$ cat src/rtl/mpecd_pkg.sv
`timescale 1ns / 1ps
package mpecd_pkg;

	// Block sizing
	localparam int CHANNELS    = 16;
	localparam int SELECT_BITS = 4;
	localparam int SAMPLE_BITS = 10;

	// Fixed field and register widths
	localparam int CHAN_W   = 4;
	localparam int SEL_W    = 4;
	localparam int WEIGHT_W = 9;
	localparam int THR_W    = 10;
	localparam int CFG_IDX_W  = 2;
	localparam int CFG_DATA_W = 10;
	localparam int STORE_DEPTH = 16;

	// Datapath widths
	localparam int PROD_W = SAMPLE_BITS + WEIGHT_W;
	localparam int CMP_W  = (SAMPLE_BITS > THR_W) ? SAMPLE_BITS : THR_W;
	localparam int SCAN_W = CHAN_W + 1;

	localparam logic [WEIGHT_W-1:0] WEIGHT_ONE      = WEIGHT_W'(256);
	localparam logic [WEIGHT_W-1:0] WEIGHT_RESET    = WEIGHT_W'(154);
	localparam logic [THR_W-1:0]    THRESHOLD_RESET = THR_W'(4);
	localparam logic [SCAN_W-1:0]   SCAN_LIMIT      = SCAN_W'(CHANNELS);

	// Register indexes
	localparam logic [CFG_IDX_W-1:0] REG_EMA_WEIGHT       = CFG_IDX_W'(0);
	localparam logic [CFG_IDX_W-1:0] REG_CHANGE_THRESHOLD = CFG_IDX_W'(1);

	typedef struct packed {
		logic [SAMPLE_BITS-1:0] filtered;
		logic                   changed;
	} ema_result_t;

endpackage

$ cat src/rtl/mpecd_datapath.sv
`timescale 1ns / 1ps
module mpecd_datapath (
	input  logic [mpecd_pkg::WEIGHT_W-1:0]    weight,
	input  logic [mpecd_pkg::THR_W-1:0]       threshold,
	input  logic [mpecd_pkg::SAMPLE_BITS-1:0] sample,
	input  logic [mpecd_pkg::SAMPLE_BITS-1:0] old_value,
	input  logic [mpecd_pkg::SAMPLE_BITS-1:0] reported,
	output mpecd_pkg::ema_result_t            result
);

	logic [mpecd_pkg::WEIGHT_W-1:0]    w_sat;
	logic [mpecd_pkg::WEIGHT_W-1:0]    w_inv;
	logic [mpecd_pkg::PROD_W-1:0]      prod_new;
	logic [mpecd_pkg::PROD_W-1:0]      prod_old;
	logic [mpecd_pkg::PROD_W-1:0]      blend;
	logic [mpecd_pkg::SAMPLE_BITS-1:0] val;
	logic [mpecd_pkg::SAMPLE_BITS-1:0] diff;

	// weights above one saturate
	assign w_sat = (weight > mpecd_pkg::WEIGHT_ONE) ? mpecd_pkg::WEIGHT_ONE : weight;
	assign w_inv = mpecd_pkg::WEIGHT_ONE - w_sat;

	assign prod_new = mpecd_pkg::PROD_W'(w_sat) * mpecd_pkg::PROD_W'(sample);
	assign prod_old = mpecd_pkg::PROD_W'(w_inv) * mpecd_pkg::PROD_W'(old_value);
	// sum stays below 2^(SAMPLE_BITS+8), no carry lost
	assign blend    = prod_new + prod_old;
	assign val      = blend[mpecd_pkg::SAMPLE_BITS+7:8];

	assign diff = (val >= reported) ? (val - reported) : (reported - val);

	assign result.filtered = val;
	assign result.changed  = mpecd_pkg::CMP_W'(diff) > mpecd_pkg::CMP_W'(threshold);

endmodule

$ cat src/rtl/muxed_pot_ema_change_detector_core.sv
`timescale 1ns / 1ps
// An accepted sample beat passes the input register s1, then the result register s2.
// Throughput: one sample per cycle while out_stall is low; set by the single
//   blend-and-compare pass between the input register and the result register.
// Reset (arst_n low, asynchronous): both channel stores cleared to zero,
//   scan counter to channel 0, weight 154, threshold 4, no beats held.
module muxed_pot_ema_change_detector_core (
	input  logic                                clk,
	input  logic                                arst_n,
	// configuration
	input  logic                                cfg_we,
	input  logic [mpecd_pkg::CFG_IDX_W-1:0]     cfg_index,
	input  logic [mpecd_pkg::CFG_DATA_W-1:0]    cfg_data,
	// sample channel
	input  logic                                in_valid,
	output logic                                in_stall,
	input  logic [mpecd_pkg::SAMPLE_BITS-1:0]   sample,
	// result channel
	output logic                                out_valid,
	input  logic                                out_stall,
	output logic [mpecd_pkg::CHAN_W-1:0]        channel,
	output logic [mpecd_pkg::SAMPLE_BITS-1:0]   filtered_value,
	output logic                                value_changed,
	output logic [mpecd_pkg::SEL_W-1:0]         next_select
);

	// Configuration registers
	logic [mpecd_pkg::WEIGHT_W-1:0] weight_q;
	logic [mpecd_pkg::THR_W-1:0]    threshold_q;

	always_ff @(posedge clk or negedge arst_n) begin
		if (!arst_n) begin
			weight_q    <= mpecd_pkg::WEIGHT_RESET;
			threshold_q <= mpecd_pkg::THRESHOLD_RESET;
		end else if (cfg_we) begin
			case (cfg_index)
				mpecd_pkg::REG_EMA_WEIGHT:       weight_q <= cfg_data[mpecd_pkg::WEIGHT_W-1:0];
				mpecd_pkg::REG_CHANGE_THRESHOLD: threshold_q <= cfg_data[mpecd_pkg::THR_W-1:0];
				default: ;
			endcase
		end
	end

	// Handshake: s1 holds the accepted sample, s2 is the result register.
	logic s1_valid;
	logic s2_valid;
	logic s2_load;
	logic s1_move;
	logic in_take;

	assign s2_load  = !s2_valid || !out_stall;
	assign s1_move  = s1_valid && s2_load;
	assign in_stall = s1_valid && !s2_load;
	assign in_take  = in_valid && !in_stall;

	// Scan counter: channel tag for the next accepted beat
	logic [mpecd_pkg::CHAN_W-1:0] scan_q;
	logic [mpecd_pkg::SCAN_W-1:0] scan_inc;
	logic [mpecd_pkg::CHAN_W-1:0] scan_next;

	assign scan_inc  = mpecd_pkg::SCAN_W'(scan_q) + mpecd_pkg::SCAN_W'(1);
	// wrap at CHANNELS; anything at or past the limit also returns to zero
	assign scan_next = (scan_inc >= mpecd_pkg::SCAN_LIMIT) ? '0
	                                                       : scan_inc[mpecd_pkg::CHAN_W-1:0];

	always_ff @(posedge clk or negedge arst_n) begin
		if (!arst_n) begin
			scan_q <= '0;
		end else if (in_take) begin
			scan_q <= scan_next;
		end
	end

	// Stage 1 registers
	logic [mpecd_pkg::SAMPLE_BITS-1:0] sample_s1;
	logic [mpecd_pkg::CHAN_W-1:0]      chan_s1;
	logic [mpecd_pkg::CHAN_W-1:0]      next_s1;

	always_ff @(posedge clk or negedge arst_n) begin
		if (!arst_n) begin
			s1_valid <= 1'b0;
		end else if (in_take) begin
			s1_valid <= 1'b1;
		end else if (s1_move) begin
			s1_valid <= 1'b0;
		end
	end

	always_ff @(posedge clk) begin
		if (in_take) begin
			sample_s1 <= sample;
			chan_s1   <= scan_q;
			next_s1   <= scan_next;
		end
	end

	// Per-channel stores. Written when the s1 beat leaves, so the next
	// beat in s1 always sees the updated entry, even on a single channel.
	logic [mpecd_pkg::SAMPLE_BITS-1:0] filt_q [mpecd_pkg::STORE_DEPTH];
	logic [mpecd_pkg::SAMPLE_BITS-1:0] rep_q  [mpecd_pkg::STORE_DEPTH];
	mpecd_pkg::ema_result_t            res;

	mpecd_datapath u_datapath (
		.weight    (weight_q),
		.threshold (threshold_q),
		.sample    (sample_s1),
		.old_value (filt_q[chan_s1]),
		.reported  (rep_q[chan_s1]),
		.result    (res)
	);

	always_ff @(posedge clk or negedge arst_n) begin
		if (!arst_n) begin
			for (int i = 0; i < mpecd_pkg::STORE_DEPTH; i++) begin
				filt_q[i] <= '0;
				rep_q[i]  <= '0;
			end
		end else if (s1_move) begin
			filt_q[chan_s1] <= res.filtered;
			if (res.changed) begin
				rep_q[chan_s1] <= res.filtered;
			end
		end
	end

	// Stage 2: result register
	logic [mpecd_pkg::CHAN_W-1:0]      chan_s2;
	logic [mpecd_pkg::SAMPLE_BITS-1:0] filt_s2;
	logic                              chg_s2;
	logic [mpecd_pkg::CHAN_W-1:0]      next_s2;

	always_ff @(posedge clk or negedge arst_n) begin
		if (!arst_n) begin
			s2_valid <= 1'b0;
		end else if (s2_load) begin
			s2_valid <= s1_valid;
		end
	end

	always_ff @(posedge clk) begin
		if (s1_move) begin
			chan_s2 <= chan_s1;
			filt_s2 <= res.filtered;
			chg_s2  <= res.changed;
			next_s2 <= next_s1;
		end
	end

	assign out_valid      = s2_valid;
	assign channel        = chan_s2;
	assign filtered_value = filt_s2;
	assign value_changed  = chg_s2;
	// mux select carries only the low SELECT_BITS of the next channel
	assign next_select    = mpecd_pkg::SEL_W'(next_s2[mpecd_pkg::SELECT_BITS-1:0]);

endmodule
$ cat config.mk
export PLATFORM = sky130hd
export DESIGN_NAME = muxed_pot_ema_change_detector_core
export DESIGN_NICKNAME = d
export VERILOG_FILES = /design/src/rtl/mpecd_pkg.sv /design/src/rtl/mpecd_datapath.sv /design/src/rtl/muxed_pot_ema_change_detector_core.sv
export SDC_FILE = /design/constraint.sdc
export NUM_CORES = 1
export LEC_CHECK = 0
export BUFFER_PORTS_ARGS = -buffer_cell sky130_fd_sc_hd__buf_2
export CAP_MARGIN = 20
export CORE_MARGIN = 2
export CORE_UTILIZATION = 30
export CTS_CLUSTER_SIZE = 14
export DETAILED_ROUTE_END_ITERATION = 8
export GPL_ROUTABILITY_DRIVEN = 0
export PLACE_DENSITY = 0.55
export SYNTH_ARGS = -nofsm -noshare
export SYNTH_HDL_FRONTEND = slang
export SYNTH_SLANG_ARGS = --single-unit
$ cat constraint.sdc
create_clock -name clk -period 36.4 [get_ports clk]
set_clock_uncertainty 0.15 [all_clocks]
set_input_delay 5.46 -clock clk [delete_from_list [all_inputs] [get_ports clk]]
set_output_delay 5.46 -clock clk [all_outputs]
set_load 0.005 [all_outputs]
==> results <==
- The data arrival time at the worst-slack endpoint is ~14000 ps.
- The area added between synthesis and finish is 12.6%.
- The number of setup violations in the final report is 0.
- CTS saw between 300 and 400 sinks.
- The final route contains between 10k and 15k vias.
- The filler cell count in the final layout is 7650.
- In this run the worst path has a maximum fanout of between 40 and 50.
- The type of element capturing the critical path is a register.
- The detailed placer's ending HPWL is approximately 40000 um.
- In this run, synthesis inferred 37 flip-flops with an integrated enable.
- The headroom to the max-slew limit is approximately a quarter.
- Before antenna repair, the detailed router went through 5 iterations.
- The shortest period the worst path allows is 14030 ps.
- The worst-case register-to-register setup slack is approximately 22000 ps.
- The maximum number of pins on one net before global-route repair is ~130.
- The height of the chip is roughly 280 um.
- The die covers approximately 0.08 mm2.
- After global routing the overflow that remains totals 0.
- The dominant combinational cell family by area after synthesis is multiplexers.
- Yosys mapped the design onto 64 distinct sky130hd cell types.
- At the worst endpoint, the required time is roughly 37000 ps.
- The transition time of the tightest slew-check pin is 1100 ps.
- Synthesis inferred between 300 and 400 register bits.
- Yosys attributes the largest share of cell area to sky130_fd_sc_hd__dfrtp_1, sky130_fd_sc_hd__fa_1, sky130_fd_sc_hd__mux2_2, sky130_fd_sc_hd__mux4_2, sky130_fd_sc_hd__ha_1.
- Post-CTS repair changed the size of 0 cells.
- The worst stage delay on the critical path is ~910 ps.
- sky130_fd_sc_hd__dfrtp_1 is the most common cell in the netlist.
- The sequential cells in the finished layout cover a total of 0.00975 mm2.
- The synthesized netlist devotes 17.1% of its cell area to adder and majority cells.
- The number of global-route vias before repair is approximately 16k.
- For this run, design rule violations remaining after detail routing come to 0.
- Measured along the x axis, the die boundary spans roughly 280 um.
- The number of buffers created by CTS is 42.
- Of the total synthesized cell area, the portion taken by XOR and XNOR cells is under 10%.
- The final critical path takes up around two fifths of the cycle.
- The per-cell via count in the routed design is 4.85.
- At the later pin of the worst-skew pair, clock insertion delay measures between 500 and 600 ps.
- The hold violation total from the final report is 0.
- The detail route stage leaves a number of antenna-violating nets equal to 0.
- The post-CTS setup-driven buffer insertion count is 0.
- The antenna diode count is 0.
- The portion of the post-synthesis area used by sequential elements is between 40% and 50%.
- The synthesized design spends more area on one cell type than any other, namely sky130_fd_sc_hd__dfrtp_1.
- The total number of placement rows is 102.
- The multi-input combinational cells in the finished layout cover a total of approximately 0.012 mm2.
- The max-slew violation count was 0.
- STA classifies the critical path startpoint as a register.
- The simple-gate area share of the yosys netlist is approximately 8.5%.
- The highest attainable clock frequency is between 70 and 80 MHz.
- Dividing the detail-routed wire length by the instance count gives 19.0 um.
- The cell depth of the worst min-delay path is 0.
- The H-tree depth is 2.
- The initial antenna violation count is 1.
- Counting instances in the post-synthesis netlist gives the leading cell types as sky130_fd_sc_hd__dfrtp_1, sky130_fd_sc_hd__nand2_1, sky130_fd_sc_hd__inv_1.
- For the worst flop-to-flop path, the logic depth is 38.
- The total of max-cap violations is 0.
- In this run the cell area of the synthesized design comes to around 0.023 mm2.
- Synthesis produced a netlist with a net count of 2229.
- Among all flip-flop cells after synthesis, the most frequent one is sky130_fd_sc_hd__dfrtp_1.
- The flow ran to the end, and the final reports show no timing, DRC or antenna violations.
- The buffer type at the clock tree root is sky130_fd_sc_hd__clkbuf_16.
- For this configuration, the core starts out at a cell density of 30.2%.
- The setup path with the least slack is of type reg2reg.
- For this design the top-level I/O count stands at 48.
- The global-route usage over all layers is around 15%.
- The cell repeated most along the worst path is sky130_fd_sc_hd__fa_1.
- The mux share of post-synthesis cell area is between 10% and 20%.
- The post-synthesis cell count is 1967.
- The min-delay analysis places its worst path in the category reg2reg.
- The sum of negative setup slack is 0 ps.
- During synthesis, Yosys emitted a total of 0 warnings.
- The critical path's slowest cell is sky130_fd_sc_hd__o32ai_4.
- During placement, the flow inserted port buffers numbering 47.
- The ratio of cells with drive above 1 in the final layout is 24.3%.
- In this run, the number of DRC markers left after iteration 0 of detailed routing was approximately 1000.
- The average instance area after synthesis is between 10 and 15 um2.
- After synthesis, the share of flip-flops with an asynchronous set or reset is between 90% and 100%.
- The synthesized netlist devotes under 10% of its cell area to compound gates.
- The synthesized design devotes to its leading area cell type approximately 36% of total area.
- The final-stage net count is 2244.
- The first global-routing pass estimated ~90000 um of wire.
- The count of hold-fix buffers inserted at cts is 0.
- The CTS tree is yes.
- The core area is 0.0772 mm2.
- The deepest clock path buffer count is 3.
- The routed design has around 58000 um of wire.
- The clock edge transition at the registers on the reported setup and hold paths is about 60 ps.
- Setup repair after global routing left no endpoint under its margin.
==> critical path: cells and delay by family, from the launching register on <==
family	cells	cell delay, ps
AOI/OAI and AO/OA	10	3970
xor gates and xnor gates	1	650
adders and majority gates	9	3500
buffers and inverters	7	2180
DFF	1	320
muxes	4	1260
and+or+nand+nor	7	1810
==> path summary, 6_finish.rpt <==
kind	endpoint	from
setup / recovery	rep_q[1]	chan_s1[0]
hold / removal	next_select[1]	next_s1[1]
setup reg to reg	rep_q[1]	chan_s1[0]
hold reg to reg	next_select[1]	next_s1[1]
max in group asynchronous	filt_q[147]	arst_n
min in group asynchronous	rep_q[74]	arst_n
==> cells by family after synthesis <==
group / after synthesis
flip-flops: 382
buffers and inverters: 340
AND/OR/NAND/NOR: 437
XOR/XNOR: 36
adder cells (fa/ha/maj): 235
multiplexers: 309
AO/OA/AOI/OAI: 228
==> sequential cells by signal, indices dropped and copies added, names as in the netlist, 4 cells and up <==
register,count
scan_q,4
threshold_q,10
filtered_value,10
rep_q,160
weight_q,9
filt_q,160
next_s1,4
next_select,4
chan_s1,4
sample_s1,10
channel,4
==> metal layers <==
metal | GRT usage [%] | wire [um] | vias to the layer above
met4 | 3.55 | 1340 | 0
met2 | 24.5 | 27700 | 336
met3 | 2.29 | 2850 | 99
met5 | 0 | 0 | -
li1 | - | - | 6635
met1 | 20.8 | 26200 | 7743
==> layout by cell type, fill, tap and decap left out, types with 37 or more instances in the layout <==
cell,Yosys,routed
sky130_fd_sc_hd__o21ai_0,162,162
sky130_fd_sc_hd__clkbuf_16,0,44
sky130_fd_sc_hd__edfxtp_1,37,37
sky130_fd_sc_hd__dfrtp_1,340,340
sky130_fd_sc_hd__ha_1,96,96
sky130_fd_sc_hd__nand2_1,271,271
sky130_fd_sc_hd__mux2_2,199,199
sky130_fd_sc_hd__buf_2,8,46
sky130_fd_sc_hd__mux4_2,96,96
sky130_fd_sc_hd__and2_1,56,56
sky130_fd_sc_hd__fa_1,139,139
sky130_fd_sc_hd__inv_1,224,224
==> layout make-up <==
class | count | area share (%)
clock buffers | 58 | 4.77
flip-flops and latches | 382 | 37.1
multi-input cells | 1245 | 46.9
well taps | 1040 | 4.95
clock inverters | 18 | 0.762
inverters | 228 | 3.26
repair buffers | 83 | 2.22
==> metrics by stage <==
stage / area (um2) / std cells / setup slack (ps) / hold slack [ps] / util, %
floorplan: 23300 / 1967 / 24450 / 250 / -
global placement: 24700 / 2971 / 22200 / 260 / 32.0
detailed placement: 24700 / 2973 / 21920 / 262 / 32.0
CTS: 26200 / 3049 / 21880 / 280 / 33.9
global route: 26300 / 3054 / 21420 / 293 / 34.0
finish: 26300 / 3054 / 22370 / 283 / 34.0
Power is left out: the tool's default activity adds up to more than one toggle a clock period on the data nets, which glitch-free logic cannot reach.
